===== src/rtl/epoch_seconds_to_civil_date_assert.svh =====
// ----------------------------------------------------------------------------
// Assertion macros for the epoch seconds to civil date block
// Shared implication and never-true checks, clocked on the rising edge.
// ----------------------------------------------------------------------------
`ifndef EPOCH_SECONDS_TO_CIVIL_DATE_ASSERT_SVH
`define EPOCH_SECONDS_TO_CIVIL_DATE_ASSERT_SVH

// The consequent must hold whenever the antecedent holds.
`define ESCD_ASSERT_IMPLY(lbl, ck, rn, ante, cons) \
    lbl: assert property (@(posedge ck) disable iff (!rn) (ante) |-> (cons)) \
        else $error("implication check failed");

// The expression must never be true.
`define ESCD_ASSERT_NEVER(lbl, ck, rn, expr) \
    lbl: assert property (@(posedge ck) disable iff (!rn) !(expr)) \
        else $error("never check failed");

`endif


===== src/rtl/escd_pkg.sv =====
// ----------------------------------------------------------------------------
// escd_pkg
// Constants for the epoch seconds to civil date converter: reciprocals for
// constant division and the cumulative month table.
// ----------------------------------------------------------------------------
package escd_pkg;

    // Seconds per day split as 128 * 675; reciprocal of 675 with shift 35.
    localparam logic [25:0] RecipDay   = 26'd50903317;
    localparam int          ShDay      = 35;
    localparam logic [16:0] SecsPerDay = 17'd86400;

    // Reciprocals for hour, minute and weekday extraction.
    localparam logic [17:0] RecipHour  = 18'd149131;
    localparam int          ShHour     = 29;
    localparam logic [12:0] RecipMin   = 13'd4370;
    localparam int          ShMin      = 18;
    localparam logic [16:0] RecipWeek  = 17'd74899;
    localparam int          ShWeek     = 19;

    // Four-year blocks counted from 1968-01-01.
    localparam logic [16:0] RecipBlock = 17'd91868;
    localparam int          ShBlock    = 27;
    localparam logic [10:0] DaysBlock  = 11'd1461;
    localparam logic [15:0] Off1968    = 16'd731;
    // Day index of 2100-03-01 from 1968-01-01; 2100 has no leap day.
    localparam logic [15:0] Mar2100    = 16'd48272;
    localparam logic [5:0]  Block2100  = 6'd33;

    typedef logic [8:0] mstart_t [12];

    // Days before the first of each month in a common year.
    localparam mstart_t MonthStart = '{9'd0, 9'd31, 9'd59, 9'd90, 9'd120, 9'd151,
                                       9'd181, 9'd212, 9'd243, 9'd273, 9'd304, 9'd334};

endpackage


===== src/rtl/epoch_seconds_to_civil_date.sv =====
// Throughput: one beat per cycle; the whole pipeline holds while the output
// beat is not taken, so a stall loses or repeats nothing.
// Divisions by constants are reciprocal multiplies.
// Reset: rst_n clears all stage valid bits asynchronously; data needs none.
// ----------------------------------------------------------------------------
// epoch_seconds_to_civil_date
// Converts unsigned Unix seconds into UTC time of day, weekday, year,
// day of year, month and day of month in a nine stage pipeline.
// ----------------------------------------------------------------------------
`include "epoch_seconds_to_civil_date_assert.svh"

module epoch_seconds_to_civil_date
    import escd_pkg::*;
(
    input  logic        clk,
    input  logic        rst_n,
    input  logic        s_axis_tvalid,
    output logic        s_axis_tready,
    input  logic [31:0] s_axis_tdata,  // [31:0] epoch_seconds
    output logic        m_axis_tvalid,
    input  logic        m_axis_tready,
    // [5:0] second, [11:6] minute, [16:12] hour, [19:17] weekday,
    // [27:20] years_since_1900, [36:28] day_of_year, [40:37] month,
    // [45:41] day_of_month, [47:46] zero
    output logic [47:0] m_axis_tdata
);

    logic [9:1] v_reg;
    logic       ce;

    // Stage data registers.
    logic [31:0] t1_reg, t2_reg;
    logic [50:0] pd2_reg;
    logic [15:0] days3_reg;
    logic [16:0] tod3_reg, tod4_reg;
    logic [34:0] ph4_reg;
    logic [33:0] pw4_reg;
    logic [15:0] w4_reg, d4_reg, d5_reg, d6_reg;
    logic        adj4_reg, adj5_reg, adj6_reg, adj7_reg;
    logic [4:0]  hour5_reg, hour6_reg, hour7_reg, hour8_reg;
    logic [11:0] m5_reg, m6_reg;
    logic [2:0]  wd5_reg, wd6_reg, wd7_reg, wd8_reg;
    logic [32:0] pb5_reg;
    logic [5:0]  min6_reg, min7_reg, min8_reg;
    logic [5:0]  q6_reg, q7_reg;
    logic [10:0] r7_reg;
    logic [5:0]  sec7_reg, sec8_reg;
    logic [7:0]  yr8_reg;
    logic [8:0]  yday8_reg;
    logic        leap8_reg;
    logic [7:0]  yr_out_reg;
    logic [8:0]  yday_out_reg;
    logic [3:0]  mon_out_reg;
    logic [4:0]  mday_out_reg;
    logic [5:0]  sec_out_reg, min_out_reg;
    logic [4:0]  hour_out_reg;
    logic [2:0]  wd_out_reg;

    // The pipeline advances whenever the last stage is empty or drained.
    assign ce            = !v_reg[9] || m_axis_tready;
    assign s_axis_tready = ce;
    assign m_axis_tvalid = v_reg[9];

    // Valid bits travel with the data.
    always_ff @(posedge clk or negedge rst_n)
    begin
        if (!rst_n)
        begin
            v_reg <= '0;
        end
        else if (ce)
        begin
            v_reg <= {v_reg[8:1], s_axis_tvalid};
        end
    end

    // Combinational helpers for stages that need more than a register copy.
    logic [15:0] days_c, d_raw_c;
    logic [4:0]  hour_c;
    logic [2:0]  w_q_c, wd_c;
    logic [5:0]  min_c, q_c;
    logic [1:0]  y_c;
    logic [10:0] ystart_c, r_c;
    logic [8:0]  yday_c, dd_c;
    logic        is2100_c;
    logic [3:0]  mon_c;
    logic [4:0]  mday_c;
    logic [15:0] wq_c;

    always_comb
    begin
        days_c   = pd2_reg[50:ShDay];
        d_raw_c  = days3_reg + Off1968;
        hour_c   = ph4_reg[ShHour +: 5];
        wq_c     = 16'(pw4_reg[33:ShWeek]);
        w_q_c    = 3'(w4_reg - 16'(wq_c * 16'd7));
        wd_c     = w_q_c;
        q_c      = pb5_reg[32:ShBlock];
        min_c    = 6'(25'(m5_reg * RecipMin) >> ShMin);
        // Year within the four-year block; the first year is the leap year.
        if (r7_reg < 11'd366)
        begin
            y_c = 2'd0; ystart_c = 11'd0;
        end
        else if (r7_reg < 11'd731)
        begin
            y_c = 2'd1; ystart_c = 11'd366;
        end
        else if (r7_reg < 11'd1096)
        begin
            y_c = 2'd2; ystart_c = 11'd731;
        end
        else
        begin
            y_c = 2'd3; ystart_c = 11'd1096;
        end
        r_c      = r7_reg - ystart_c;
        is2100_c = (q7_reg == Block2100) && (y_c == 2'd0);
        yday_c   = r_c[8:0] - {8'd0, adj7_reg && is2100_c};
        // Month search with the leap day folded out.
        dd_c   = yday8_reg;
        mday_c = 5'd1;
        if (leap8_reg && yday8_reg > 9'd58)
        begin
            if (yday8_reg == 9'd59)
            begin
                mday_c = 5'd2;
            end
            dd_c = yday8_reg - 9'd1;
        end
        mon_c = 4'd0;
        for (int i = 1; i < 12; i++)
        begin
            if (MonthStart[i] <= dd_c)
            begin
                mon_c = 4'(i);
            end
        end
        mday_c = mday_c + 5'(dd_c - MonthStart[mon_c]);
    end

    // Pipeline stages.
    always_ff @(posedge clk)
    begin
        if (ce)
        begin
            // Stage 1: capture the input.
            t1_reg <= s_axis_tdata;
            // Stage 2: days = (t / 128) / 675 by reciprocal.
            t2_reg  <= t1_reg;
            pd2_reg <= 51'(t1_reg[31:7] * RecipDay);
            // Stage 3: time of day remainder.
            days3_reg <= days_c;
            tod3_reg  <= 17'(t2_reg - 32'(days_c * SecsPerDay));
            // Stage 4: hour and weekday products, shifted day count.
            tod4_reg <= tod3_reg;
            ph4_reg  <= 35'(tod3_reg * RecipHour);
            w4_reg   <= days3_reg + 16'd4;
            pw4_reg  <= 34'((days3_reg + 16'd4) * RecipWeek);
            adj4_reg <= (d_raw_c >= Mar2100);
            d4_reg   <= d_raw_c + {15'd0, d_raw_c >= Mar2100};
            // Stage 5: hour, weekday, four-year block product.
            hour5_reg <= hour_c;
            m5_reg    <= 12'(tod4_reg - 17'(hour_c * 12'd3600));
            wd5_reg   <= wd_c;
            pb5_reg   <= 33'(d4_reg * RecipBlock);
            d5_reg    <= d4_reg;
            adj5_reg  <= adj4_reg;
            // Stage 6: minute, block index.
            hour6_reg <= hour5_reg;
            wd6_reg   <= wd5_reg;
            min6_reg  <= min_c;
            m6_reg    <= m5_reg;
            q6_reg    <= q_c;
            d6_reg    <= d5_reg;
            adj6_reg  <= adj5_reg;
            // Stage 7: second, day within block.
            hour7_reg <= hour6_reg;
            wd7_reg   <= wd6_reg;
            min7_reg  <= min6_reg;
            sec7_reg  <= 6'(m6_reg - 12'(min6_reg * 12'd60));
            q7_reg    <= q6_reg;
            r7_reg    <= 11'(d6_reg - 16'(q6_reg * DaysBlock));
            adj7_reg  <= adj6_reg;
            // Stage 8: year and day of year.
            hour8_reg <= hour7_reg;
            wd8_reg   <= wd7_reg;
            min8_reg  <= min7_reg;
            sec8_reg  <= sec7_reg;
            yr8_reg   <= 8'd68 + {q7_reg, 2'b00} + {6'd0, y_c};
            yday8_reg <= yday_c;
            leap8_reg <= (y_c == 2'd0) && !is2100_c;
            // Output register: month and day of month.
            sec_out_reg  <= sec8_reg;
            min_out_reg  <= min8_reg;
            hour_out_reg <= hour8_reg;
            wd_out_reg   <= wd8_reg;
            yr_out_reg   <= yr8_reg;
            yday_out_reg <= yday8_reg;
            mon_out_reg  <= mon_c;
            mday_out_reg <= mday_c;
        end
    end

    assign m_axis_tdata = {2'b00, mday_out_reg, mon_out_reg, yday_out_reg, yr_out_reg,
                           wd_out_reg, hour_out_reg, min_out_reg, sec_out_reg};

    // Range conditions on the output beat.
    logic time_ok_c, date_ok_c;

    assign time_ok_c = (m_axis_tdata[5:0] < 6'd60) && (m_axis_tdata[11:6] < 6'd60) &&
                       (m_axis_tdata[16:12] < 5'd24);
    assign date_ok_c = (m_axis_tdata[40:37] < 4'd12) && (m_axis_tdata[45:41] != 5'd0) &&
                       (m_axis_tdata[36:28] < 9'd366);

    // Result fields stay inside their calendar ranges.
    `ESCD_ASSERT_IMPLY(a_time_range, clk, rst_n, m_axis_tvalid, time_ok_c)
    `ESCD_ASSERT_IMPLY(a_date_range, clk, rst_n, m_axis_tvalid, date_ok_c)
    `ESCD_ASSERT_NEVER(a_weekday, clk, rst_n, m_axis_tvalid && (m_axis_tdata[19:17] == 3'd7))

endmodule


===== config.mk =====
export PLATFORM = sky130hd
export DESIGN_NAME = epoch_seconds_to_civil_date
export DESIGN_NICKNAME = d
export VERILOG_FILES = /design/src/rtl/escd_pkg.sv /design/src/rtl/epoch_seconds_to_civil_date.sv
export VERILOG_INCLUDE_DIRS = /design/src /design/src/rtl
export SDC_FILE = /design/constraint.sdc
export NUM_CORES = 2
export LEC_CHECK = 0
export ABC_AREA = 1
export BUFFER_PORTS_ARGS = -buffer_cell sky130_fd_sc_hd__buf_4
export CORE_ASPECT_RATIO = 1.75
export CORE_UTILIZATION = 43
export DETAILED_ROUTE_END_ITERATION = 8
export GPL_TIMING_DRIVEN = 0
export HOLD_SLACK_MARGIN = 0.03
export REMOVE_ABC_BUFFERS = 1
export SETUP_SLACK_MARGIN = 0.15
export SYNTH_ARGS = -nofsm -noshare
export SYNTH_HDL_FRONTEND = slang
export SYNTH_SLANG_ARGS = --single-unit

===== constraint.sdc =====
create_clock -name clk -period 23.9 [get_ports clk]
set_input_delay 0 -clock clk [delete_from_list [all_inputs] [get_ports clk]]
set_output_delay 0 -clock clk [all_outputs]
set_load 0.02 [all_outputs]

==> results.toml <==
[setup_path]
reg2reg_depth = 23
critical_path.endpoint = "pd2_reg[47]"
worstPathMaxFanout = 12
reg2reg_to = "pd2_reg[47]"
cp.required_ns = 24.23
endpoint_kind = "flop"
r2r-start = "t1_reg[12]"
r2r_slack_ns = 17.14
setup.worst_path.start_class = "flop"
crit_start = "t1_reg[12]"
critical_path_class = "reg2reg"
worstPathArrival_ns = 7.09

[clocking]
cts_setup_buffers = 0
cts_tree = "yes"
clk_latency_ns = 0.59
clkSinkCount = 345
root_buffer = "clkbuf_16"
clock_path_buffers = 3
cts_resized = 0
clkTransAtPathRegs_ns = 0.06
cts_buffers = 40
ctsHtreeMaxLevel = 2

[die]
die_area_sq_um = 90100
die_w_microns = 227
std_cell_rows = 144
ios = 86
core_sq_um = 88100
start_util = 0.434
die_y_microns = 396

[synth]
synth_fa_ha_area_frac = 0.489
synthDistinctLibCells = 61
yosys.area_share.simple = 0.0629
yosysWarningCount = 0
synth_mux_area_frac = 0.000295
synth_xor_area_frac = 0.0399
synth_top_family_by_area = "adder cells"
synth.area.top_cells = "ha_1 (27%), edfxtp_1 (26%), fa_1 (22%)"
synth_seq_cells = 345
synth_compound_area_frac = 0.0506
syn_inst = 3537
syn-mean-instance-area_sq_um = 10.8
synth_top_cell_by_area = "ha_1"
synth_area_sq_um = 38200
synth_edf_count = 336
seq_area_frac_synth = 0.270
ys.flop_type = "edfxtp_1"
async_flop_share = 0.0261
synth_top_area_share = 0.266

[placement]
gp_congestion = 0.932
hpwl_mm = 68.1
io_buffers = 83
placed_cells = 4789
dpl_cell_area_sq_um = 40400

[drt]
drtIter0Drc = 657
firstDrtPassIters = 5
via_per_inst = 4.94
antenna_left = 0
vias = 24168
routedWlPerCell_microns = 16.4
drc = 0
routed_wl_mm = 80.3

[global_route]
antenna_found_initial = 0
grt_pass1_vias = 26657
grt_pass1_wl_mm = 130
globalRouteTotalUtil = 0.187
grt_max_degree = 73
grt_overflow = 0

[min_path]
min_from = "s_axis_tdata[0]"
hold_path_class = "in2reg"

[layout]
largest_register_ffs = 32
layout.nets = 4971
diodes = 0
final_area_sq_um = 42200
drive_gt1_frac = 0.0528
post-route-util = 0.479
finalNonFillerCells = 4896
syn_to_final_growth_pct = 10.4

[sta]
drv_slew = 0
fin_crit_sh = 0.283
worst_pin_slew_ns = 0.901
fmax_mhz = 148
maxSlewHeadroom = 0.400
period_needed_ns = 6.76
rsz0062_at_grt = "no"
hold_viol = 0
setup-violations-final = 0
clock_skew_ns = 0.0222
tns_ns = 0

[flow_run]
maxCapViolCount = 0

[outcome]
outcome = "completed"
-- synthesized netlist by cell type (all sizes together) (2+ instances only) --
| library cell | n |
|---|---|
| a211oi | 3 |
| a21o | 4 |
| a21oi | 184 |
| a221oi | 2 |
| a31oi | 5 |
| buf | 4 |
| clkinv | 2 |
| dfrtp | 9 |
| edfxtp | 336 |
| fa | 425 |
| ha | 812 |
| inv | 880 |
| nand2 | 279 |
| nand3 | 59 |
| nand4 | 21 |
| nor2 | 137 |
| nor3 | 32 |
| nor3b | 2 |
| nor4 | 10 |
| o2111ai | 4 |
| o211ai | 4 |
| o21a | 9 |
| o21ai | 97 |
| o21bai | 11 |
| o221ai | 5 |
| o31ai | 6 |
| or2 | 6 |
| xnor2 | 54 |
| xor2 | 120 |
-- what timing repair did --
action | 4_1_cts | 5_1_grt
hold endpoints to repair | 42 | 0
endpoints found under the setup margin | 0 | 0
hold buffers | 35 | 0
-- stage by stage --
step | hold WS, ns | setup slack [ns]
detailed placement | -0.173 | 17.17
global placement | -0.172 | 11.63
global route | 0.106 | 16.89
floorplan | -0.296 | 14.88
CTS | 0.0863 | 17.15
finish | 0.134 | 17.14
-- layer usage --
layer | track usage | part of all wire | routed length [microns]
met2 | 0.396 | 0.60 | 48100
met3 | 0.0174 | 0.021 | 1660
met4 | 0.102 | 0.060 | 4800
met5 | 0 | 0 | 0
met1 | 0.163 | 0.32 | 25800
-- cell usage in the layout, fill, tap and decap left out, types with 58 or more instances in the layout --
cell and n:
a21oi_1 180, buf_4 83, edfxtp_1 336, fa_1 425, ha_1 812, inv_1 874
nand2_1 265, nand3_1 58, nor2_1 132, o21ai_0 95, xor2_1 120
-- worst min-delay path by stage --
stage                     slack, ns  cells after the start          to
after floorplan               -0.30                      0    v_reg[1]
after global placement        -0.17                      1    v_reg[9]
after detailed placement      -0.17                      1    v_reg[9]
after CTS                      0.09                      2  t1_reg[12]
after global routing           0.11                      2  t1_reg[26]
final                          0.13                      2   t1_reg[0]
-- area by class of cell --
type | instances | area (sq um)
clock buffers | 46 | 1020
clock inverters | 26 | 418
fillers | 8168 | 45900
inverters | 882 | 3310
multi-input cells | 2306 | 24600
flip-flops and latches | 345 | 10300
well taps | 1168 | 1460
repair buffers | 123 | 1110
-- critical path, cell delays in order (launching register included) --
cell	delay, ns
edfxtp_1	0.94
inv_1	0.11
ha_1	0.36
inv_1	0.12
fa_1	0.43
ha_1	0.28
inv_1	0.05
fa_1	0.49
inv_1	0.05
fa_1	0.47
inv_1	0.06
fa_1	0.53
inv_1	0.05
fa_1	0.47
ha_1	0.35
a21oi_1	0.22
o21ai_0	0.12
a21oi_1	0.37
o221ai_1	0.30
a21oi_1	0.33
inv_1	0.10
nand3_1	0.08
nand3_1	0.08
xor2_1	0.14
-- cells by family after synthesis --
family / Yosys count
other: 1
adder cells (fa/ha/maj): 1237
flip-flops: 345
multiplexers: 1
buffers and inverters: 887
AO/OA/AOI/OAI: 342
XOR/XNOR: 174
AND/OR/NAND/NOR: 550
Power is left out: the tool's default activity adds up to more than one toggle a clock period on the data nets, which glitch-free logic cannot reach.
